$ cat config.mk
export PLATFORM = sky130hd
export DESIGN_NAME = ordered_list_minmax_delete_reverse_core
export DESIGN_NICKNAME = d
export VERILOG_FILES = /design/src/sv/olmr_pkg.sv /design/src/sv/olmr_mem.sv /design/src/sv/olmr_obuf.sv /design/src/sv/ordered_list_minmax_delete_reverse_core.sv
export SDC_FILE = /design/constraint.sdc
export NUM_CORES = 1
export LEC_CHECK = 0
export BUFFER_PORTS_ARGS = -buffer_cell sky130_fd_sc_hd__buf_2
export CAP_MARGIN = 20
export CORE_MARGIN = 2
export CORE_UTILIZATION = 60
export DETAILED_ROUTE_END_ITERATION = 10
export PLACE_DENSITY = 0.8
export SLEW_MARGIN = 10
export SYNTH_ARGS = -nofsm -noshare
export SYNTH_HDL_FRONTEND = slang
export SYNTH_SLANG_ARGS = --single-unit
$ cat constraint.sdc
create_clock -name aclk -period 9.1 [get_ports aclk]
set_input_delay 0.91 -clock aclk [delete_from_list [all_inputs] [get_ports aclk]]
set_output_delay 0.91 -clock aclk [all_outputs]
set_load 0.02 [all_outputs]
$ cat src/sv/olmr_pkg.sv
// Shared types and codes for the ordered list min/max delete and reverse core.
package olmr_pkg;

    localparam int VAL_W   = 32;
    localparam int OP_W    = 3;
    localparam int ST_W    = 2;
    localparam int COUNT_W = 5;

    localparam logic [OP_W-1:0] OP_APPEND  = 3'd0;
    localparam logic [OP_W-1:0] OP_DEL_MAX = 3'd1;
    localparam logic [OP_W-1:0] OP_DEL_MIN = 3'd2;
    localparam logic [OP_W-1:0] OP_REVERSE = 3'd3;
    localparam logic [OP_W-1:0] OP_DUMP    = 3'd4;

    localparam logic [ST_W-1:0] ST_OK    = 2'd0;
    localparam logic [ST_W-1:0] ST_EMPTY = 2'd1;
    localparam logic [ST_W-1:0] ST_FULL  = 2'd2;

    // One result beat as it travels from the sequencer to the output register.
    typedef struct packed {
        logic [ST_W-1:0]    status;
        logic [VAL_W-1:0]   item_value;
        logic               last;
        logic [COUNT_W-1:0] count;
    } resp_t;

endpackage

$ cat src/sv/olmr_mem.sv
// Element store: one write port and one read port with registered read data.
module olmr_mem #(
    parameter int DEPTH = 16,
    localparam int AW = $clog2(DEPTH)
) (
    input  logic                     aclk,
    input  logic                     we,
    input  logic [AW-1:0]            waddr,
    input  logic [olmr_pkg::VAL_W-1:0] wdata,
    input  logic                     re,
    input  logic [AW-1:0]            raddr,
    output logic [olmr_pkg::VAL_W-1:0] rdata
);
    import olmr_pkg::*;

    logic [VAL_W-1:0] mem [DEPTH];
    logic [VAL_W-1:0] rdata_reg;

    always_ff @(posedge aclk) begin
        if (we) begin
            mem[waddr] <= wdata;
        end
    end

    // Read data holds its value while no read is issued.
    always_ff @(posedge aclk) begin
        if (re) begin
            rdata_reg <= mem[raddr];
        end
    end

    assign rdata = rdata_reg;

endmodule

$ cat src/sv/olmr_obuf.sv
// Output register that holds one result beat until the downstream side takes it.
module olmr_obuf (
    input  logic                    aclk,
    input  logic                    aresetn,
    input  logic                    push,
    input  olmr_pkg::resp_t         push_data,
    output logic                    ready,
    output logic                    m_tvalid,
    input  logic                    m_tready,
    output logic [39:0]             m_tdata,
    output logic [olmr_pkg::ST_W-1:0] m_tuser,
    output logic                    m_tlast
);
    import olmr_pkg::*;

    logic  valid_reg;
    logic  valid_next;
    resp_t data_reg;

    assign ready = !valid_reg || m_tready;

    always_comb begin
        valid_next = valid_reg;
        if (push) begin
            valid_next = 1'b1;
        end else if (m_tready) begin
            valid_next = 1'b0;
        end
    end

    always_ff @(posedge aclk) begin
        if (!aresetn) begin
            valid_reg <= 1'b0;
        end else begin
            valid_reg <= valid_next;
        end
    end

    always_ff @(posedge aclk) begin
        if (push) begin
            data_reg <= push_data;
        end
    end

    assign m_tvalid = valid_reg;
    assign m_tdata  = {3'b000, data_reg.count, data_reg.item_value};
    assign m_tuser  = data_reg.status;
    assign m_tlast  = data_reg.last;

endmodule

$ cat src/sv/ordered_list_minmax_delete_reverse_core.sv
// Top level of the ordered list core: sequencer around one element memory.
//
// The core keeps an ordered list of up to DEPTH signed 32-bit values in a
// single memory with one write port and one read port whose read data is
// registered. An item is a command in s_tuser (append, delete max, delete
// min, reverse, dump) with the value to append in s_tdata. The core works on
// one command at a time and takes the next one once the last result beat of
// the current one has been handed to the output register, so a downstream
// stall holds it only while that register is still full. Delete max and
// delete min read the whole list once to find the first occurrence of the
// extreme value and then move every later element down one place. Reverse
// swaps pairs from both ends, one pair at a time, since each swap needs two
// reads and two writes on the single memory port pair. Dump reads each
// element and hands its beat to the output register before reading the next,
// with tlast on the final one; an empty list dumps as a single beat with
// empty status. No element location is ever read in the same cycle it is
// written, so the memory needs no forwarding path. After reset the list is
// empty and the core accepts commands in the next cycle.
module ordered_list_minmax_delete_reverse_core #(
    parameter int DEPTH = 16
) (
    input  logic                      aclk,
    input  logic                      aresetn,
    input  logic                      s_tvalid,
    output logic                      s_tready,
    input  logic [31:0]               s_tdata,   // [31:0] value
    input  logic [olmr_pkg::OP_W-1:0] s_tuser,   // [2:0] opcode
    output logic                      m_tvalid,
    input  logic                      m_tready,
    output logic [39:0]               m_tdata,   // [31:0] item_value, [36:32] count, zero fill
    output logic [olmr_pkg::ST_W-1:0] m_tuser,   // [1:0] status
    output logic                      m_tlast
);
    import olmr_pkg::*;

    localparam int AW = $clog2(DEPTH);
    localparam int CW = $clog2(DEPTH + 1);

    localparam logic [3:0] S_IDLE  = 4'd0;
    localparam logic [3:0] S_SCAN  = 4'd1;
    localparam logic [3:0] S_SHIFT = 4'd2;
    localparam logic [3:0] S_RA    = 4'd3;
    localparam logic [3:0] S_RB    = 4'd4;
    localparam logic [3:0] S_WA    = 4'd5;
    localparam logic [3:0] S_WB    = 4'd6;
    localparam logic [3:0] S_EMIT  = 4'd7;
    localparam logic [3:0] S_DREAD = 4'd8;
    localparam logic [3:0] S_DEMIT = 4'd9;

    logic [3:0]       state_reg, state_next;
    logic [CW-1:0]    fill_reg, fill_next;
    logic [AW-1:0]    rd_ptr_reg, rd_ptr_next;
    logic [AW-1:0]    wr_ptr_reg, wr_ptr_next;
    logic             busy_reg, busy_next;
    logic             pend_reg, pend_next;
    logic [AW-1:0]    pend_idx_reg, pend_idx_next;
    logic [AW-1:0]    pos_reg, pos_next;
    logic [VAL_W-1:0] best_reg, best_next;
    logic [VAL_W-1:0] tmp_reg, tmp_next;
    logic             want_max_reg, want_max_next;
    logic [ST_W-1:0]  status_reg, status_next;
    logic [VAL_W-1:0] item_reg, item_next;

    logic             mem_we;
    logic [AW-1:0]    mem_waddr;
    logic [VAL_W-1:0] mem_wdata;
    logic             mem_re;
    logic [AW-1:0]    mem_raddr;
    logic [VAL_W-1:0] mem_rdata;

    logic             push;
    resp_t            push_data;
    logic             obuf_ready;

    logic             accept;
    logic [AW-1:0]    last_idx;
    logic             better;

    assign s_tready = (state_reg == S_IDLE);
    assign accept   = s_tvalid && s_tready;
    assign last_idx = AW'(fill_reg - 1'b1);

    // A new candidate wins only when strictly better, so the earliest
    // occurrence of the extreme value is the one removed.
    assign better = want_max_reg ? ($signed(mem_rdata) > $signed(best_reg))
                                 : ($signed(mem_rdata) < $signed(best_reg));

    olmr_mem #(.DEPTH(DEPTH)) u_mem (
        .aclk  (aclk),
        .we    (mem_we),
        .waddr (mem_waddr),
        .wdata (mem_wdata),
        .re    (mem_re),
        .raddr (mem_raddr),
        .rdata (mem_rdata)
    );

    olmr_obuf u_obuf (
        .aclk      (aclk),
        .aresetn   (aresetn),
        .push      (push),
        .push_data (push_data),
        .ready     (obuf_ready),
        .m_tvalid  (m_tvalid),
        .m_tready  (m_tready),
        .m_tdata   (m_tdata),
        .m_tuser   (m_tuser),
        .m_tlast   (m_tlast)
    );

    always_comb begin
        state_next    = state_reg;
        fill_next     = fill_reg;
        rd_ptr_next   = rd_ptr_reg;
        wr_ptr_next   = wr_ptr_reg;
        busy_next     = busy_reg;
        pend_next     = 1'b0;
        pend_idx_next = pend_idx_reg;
        pos_next      = pos_reg;
        best_next     = best_reg;
        tmp_next      = tmp_reg;
        want_max_next = want_max_reg;
        status_next   = status_reg;
        item_next     = item_reg;
        mem_we        = 1'b0;
        mem_waddr     = '0;
        mem_wdata     = '0;
        mem_re        = 1'b0;
        mem_raddr     = '0;
        push          = 1'b0;
        push_data     = '{status: status_reg, item_value: item_reg, last: 1'b1,
                          count: COUNT_W'(fill_reg)};

        unique case (state_reg)
            S_IDLE: begin
                if (accept) begin
                    status_next = ST_OK;
                    item_next   = '0;
                    state_next  = S_EMIT;
                    unique case (s_tuser) inside
                        OP_APPEND: begin
                            if (fill_reg >= CW'(DEPTH)) begin
                                status_next = ST_FULL;
                            end else begin
                                mem_we    = 1'b1;
                                mem_waddr = AW'(fill_reg);
                                mem_wdata = s_tdata;
                                fill_next = fill_reg + 1'b1;
                            end
                        end
                        OP_DEL_MAX, OP_DEL_MIN: begin
                            if (fill_reg == '0) begin
                                status_next = ST_EMPTY;
                            end else begin
                                want_max_next = (s_tuser == OP_DEL_MAX);
                                rd_ptr_next   = '0;
                                busy_next     = 1'b1;
                                state_next    = S_SCAN;
                            end
                        end
                        OP_REVERSE: begin
                            if (fill_reg > CW'(1)) begin
                                rd_ptr_next = '0;
                                wr_ptr_next = last_idx;
                                state_next  = S_RA;
                            end
                        end
                        OP_DUMP: begin
                            if (fill_reg == '0) begin
                                status_next = ST_EMPTY;
                            end else begin
                                rd_ptr_next = '0;
                                state_next  = S_DREAD;
                            end
                        end
                        default: begin
                        end
                    endcase
                end
            end

            S_SCAN: begin
                if (busy_reg) begin
                    mem_re        = 1'b1;
                    mem_raddr     = rd_ptr_reg;
                    pend_next     = 1'b1;
                    pend_idx_next = rd_ptr_reg;
                    if (rd_ptr_reg == last_idx) begin
                        busy_next = 1'b0;
                    end else begin
                        rd_ptr_next = rd_ptr_reg + 1'b1;
                    end
                end
                if (pend_reg && ((pend_idx_reg == '0) || better)) begin
                    best_next = mem_rdata;
                    pos_next  = pend_idx_reg;
                end
                if (!busy_reg && !pend_reg) begin
                    wr_ptr_next = pos_reg;
                    if ((CW'(pos_reg) + 1'b1) < fill_reg) begin
                        rd_ptr_next = pos_reg + 1'b1;
                        busy_next   = 1'b1;
                        state_next  = S_SHIFT;
                    end else begin
                        fill_next   = fill_reg - 1'b1;
                        status_next = ST_OK;
                        item_next   = best_reg;
                        state_next  = S_EMIT;
                    end
                end
            end

            S_SHIFT: begin
                // Reads run ahead of writes, so they never meet.
                if (busy_reg) begin
                    mem_re    = 1'b1;
                    mem_raddr = rd_ptr_reg;
                    pend_next = 1'b1;
                    if (rd_ptr_reg == last_idx) begin
                        busy_next = 1'b0;
                    end else begin
                        rd_ptr_next = rd_ptr_reg + 1'b1;
                    end
                end
                if (pend_reg) begin
                    mem_we      = 1'b1;
                    mem_waddr   = wr_ptr_reg;
                    mem_wdata   = mem_rdata;
                    wr_ptr_next = wr_ptr_reg + 1'b1;
                end
                if (!busy_reg && !pend_reg) begin
                    fill_next   = fill_reg - 1'b1;
                    status_next = ST_OK;
                    item_next   = best_reg;
                    state_next  = S_EMIT;
                end
            end

            S_RA: begin
                mem_re     = 1'b1;
                mem_raddr  = rd_ptr_reg;
                state_next = S_RB;
            end

            S_RB: begin
                mem_re     = 1'b1;
                mem_raddr  = wr_ptr_reg;
                tmp_next   = mem_rdata;
                state_next = S_WA;
            end

            S_WA: begin
                mem_we     = 1'b1;
                mem_waddr  = rd_ptr_reg;
                mem_wdata  = mem_rdata;
                state_next = S_WB;
            end

            S_WB: begin
                mem_we    = 1'b1;
                mem_waddr = wr_ptr_reg;
                mem_wdata = tmp_reg;
                if ((rd_ptr_reg + 1'b1) < (wr_ptr_reg - 1'b1)) begin
                    rd_ptr_next = rd_ptr_reg + 1'b1;
                    wr_ptr_next = wr_ptr_reg - 1'b1;
                    state_next  = S_RA;
                end else begin
                    state_next = S_EMIT;
                end
            end

            S_EMIT: begin
                if (obuf_ready) begin
                    push       = 1'b1;
                    state_next = S_IDLE;
                end
            end

            S_DREAD: begin
                mem_re     = 1'b1;
                mem_raddr  = rd_ptr_reg;
                state_next = S_DEMIT;
            end

            S_DEMIT: begin
                push_data = '{status: ST_OK, item_value: mem_rdata,
                              last: (rd_ptr_reg == last_idx),
                              count: COUNT_W'(fill_reg)};
                if (obuf_ready) begin
                    push = 1'b1;
                    if (rd_ptr_reg == last_idx) begin
                        state_next = S_IDLE;
                    end else begin
                        rd_ptr_next = rd_ptr_reg + 1'b1;
                        state_next  = S_DREAD;
                    end
                end
            end

            default: begin
                state_next = S_IDLE;
            end
        endcase
    end

    always_ff @(posedge aclk) begin
        if (!aresetn) begin
            state_reg <= S_IDLE;
            fill_reg  <= '0;
            busy_reg  <= 1'b0;
            pend_reg  <= 1'b0;
        end else begin
            state_reg <= state_next;
            fill_reg  <= fill_next;
            busy_reg  <= busy_next;
            pend_reg  <= pend_next;
        end
    end

    always_ff @(posedge aclk) begin
        rd_ptr_reg   <= rd_ptr_next;
        wr_ptr_reg   <= wr_ptr_next;
        pend_idx_reg <= pend_idx_next;
        pos_reg      <= pos_next;
        best_reg     <= best_next;
        tmp_reg      <= tmp_next;
        want_max_reg <= want_max_next;
        status_reg   <= status_next;
        item_reg     <= item_next;
    end

endmodule

==> impl_metrics.tcl <==
set metrics [dict create \
    status "completed" \
    crit_top_cell "buf_4" \
    report.final.slew_viol_count 0 \
    clkTransAtPathRegs_ns 0.06 \
    setup_viol 0 \
    n_fill_cell 3086 \
    wl_microns 74900 \
    largest-register "u_mem.mem" \
    io_buffers 80 \
    hold_path.class "reg2reg" \
    slew_headroom 0.223 \
    drtPass1Iterations 9 \
    antenna_cells 0 \
    synth_cell_types 70 \
    ant_nets 0 \
    dp.cells 2789 \
    synth_commonest_cells "edfxtp_1 (699), nand2_1 (388), and3_1 (164)" \
    cp.arrival_ns 5.57 \
    placed_area_sq_um 31200 \
    drive_above_1_share 0.120 \
    die_y_microns 227 \
    nets 2288 \
    cts.hold.buffers_added 0 \
    vdd_drop_max_mv 0.191 \
    cts-root-buf "clkbuf_16" \
    synthFlopType "edfxtp_1" \
    grt_pass1_vias 19100 \
    row_count 81 \
    core_sq_um 49000 \
    criticalPathCategory "reg2reg" \
    die_x_microns 227 \
    htree_levels 3 \
    synth.ff_latch_count 711 \
    gp_congestion 0.901 \
    ys_seq_area_frac 0.714 \
    setup_tns_ns 0 \
    yosys.area.top_type_share 0.706 \
    max_cap_violations 0 \
    cts_setup_buffers 0 \
    yosysTopAreaCell "edfxtp_1" \
    final_cell_count_no_fill 2922 \
    insertion_delay_ns 0.63 \
    vias 19600 \
    numCtsBuffers 72 \
    endpoint_kind "flip-flop" \
    timing.fmax_mhz 192 \
    cp_max_fo 165 \
    die-area_sq_um 51300 \
    start_kind "flip-flop" \
    synth_edf_count 699 \
    yosysWarnings 0 \
    initial_core_util 0.607 \
    rsz0062_at_grt "no" \
    grt_pass1_wl_microns 112000 \
    cts_buffer_depth 3 \
    slowest_stage "dfxtp_1" \
    synth_area_leaders "edfxtp_1 (71%), nand2_1 (4.9%), a311oi_1 (3.8%), and3_1 (3.5%), a211oi_1 (3.4%)" \
    cts_tree "built" \
    critical_path.max_stage_delay_ns 0.84 \
    cts_resized 0 \
    hpwlAfterDp_microns 44300 \
    syn_area_sq_um 29700 \
    pin_count 84 \
    period_share 0.574 \
    gr-total-overflow 0 \
    drc 0 \
    whs_ns 0.441 \
    finalInstanceArea_sq_um 33500 \
    fin_crit_ns 5.22 \
    cts_sinks 711 \
    avgSynthCellArea_sq_um 13.8 \
    p_per_area_nw_per_um2 336 \
    wire_per_inst_microns 25.6 \
    first_iter_violations 2792 \
    grt.total_usage 0.293 \
    hold_viol 0 \
    p_leak_uw 0.0119 \
    worstPathRequired_ns 9.45 \
    grt_start_max_net_pins 166 \
    crit_chain "clkinv_1 > o2111ai_4 > buf_4 > nand2_8 > buf_4 > a211oi_1 > a311oi_1 > or4_1" \
    antenna_found_initial 0 \
    synthArstFlopShare 0 \
    area_delta_synth_final_pct 12.8 \
    tightest_slew_ns 1.16 \
    largest_reg_flops 512 \
    synthCells 2149 \
    via_per_inst 6.72 \
    synth.most_common_cell "edfxtp_1" \
    finalClockSkew_ns 0.0315 \
]
## stage by stage
| stage | total power, uW | utilization | worst slack [ns] |
|---|---|---|---|
| 2_1_floorplan | 7170 | - | 3.10 |
| 3_3_place_gp | 8140 | 0.629 | 4.27 |
| 3_5_place_dp | 8370 | 0.638 | 4.10 |
| 4_1_cts | 11200 | 0.684 | 4.06 |
| 5_1_grt | 11700 | 0.685 | 3.70 |
| 6_report | 11300 | 0.685 | 3.88 |
## cells by family after synthesis
logic type	Yosys count	synth area share
AO/OA/AOI/OAI	414	0.109
XOR/XNOR	24	0.00800
adder cells (fa/ha/maj)	47	0.0197
buffers and inverters	240	0.0331
flip-flops	711	0.714
multiplexers	3	0.00101
other	1	0.000126
AND/OR/NAND/NOR	709	0.115
## area by class of cell
class                      instances  area (sq um)  share of cell area
timing repair buffer             134          1150              0.0343
tap                              664           831              0.0248
multi-input combinational       1200          7770               0.232
clock buffer                      89          1910              0.0569
inverter                          84           315             0.00940
sequential                       711         21200               0.633
clock inverter                    40           320             0.00955
## power by group
group | switching (uW) | total, uW | internal, uW
logic | 2450 | 3590 | 1140
registers | 341 | 4870 | 4530
clock network | 1230 | 2820 | 1580
total | 4020 | 11300 | 7260
## worst max-delay path: cells and delay by family (launching register included)
kind,cells,cell delay [ns]
and+or+nand+nor,2,1.27
AOI/OAI and AO/OA,3,0.75
DFF,1,0.84
buffers and inverters,3,1.92
## placed cells by master (no fill, tap or decap), types with 8 or more instances in the layout
cell type,count
a21oi_1,33
buf_12,8
buf_16,12
inv_1,83
nor2_4,16
or4_1,34
a211oi_1,133
o21ai_0,27
ha_1,46
dfxtp_1,12
a222oi_1,32
clkbuf_1,15
clkinv_2,10
nand2b_1,11
buf_4,33
a311oi_1,129
and3_1,164
xnor2_1,16
buf_2,80
nand3_1,12
nor3_1,13
and2_1,8
clkinv_1,19
edfxtp_1,699
clkbuf_16,74
nor2_1,25
nand2_1,388
## final timing paths
| kind | startpoint | to | slack, ns | depth (start not counted) |
|---|---|---|---|---|
| min | pend_idx_reg[1]$_DFFE_PP_ | pos_reg[1]$_DFFE_PP_ | 0.44 | 0 |
| min reg2reg | pend_idx_reg[1]$_DFFE_PP_ | pos_reg[1]$_DFFE_PP_ | 0.44 | 0 |
| max reg2reg | state_reg[2]$_SDFFE_PN0P_ | u_mem.rdata[3]$_DFFE_PP_ | 3.88 | 8 |
| max | state_reg[2]$_SDFFE_PN0P_ | u_mem.rdata[3]$_DFFE_PP_ | 3.88 | 8 |
## per-layer routing
layer | wire length, microns | global-route usage
met1 | 28400 | 0.410
met2 | 35000 | 0.452
met5 | 0 | 0
met4 | 2280 | 0.122
met3 | 9230 | 0.0631
(Power assumes the default switching activity.)
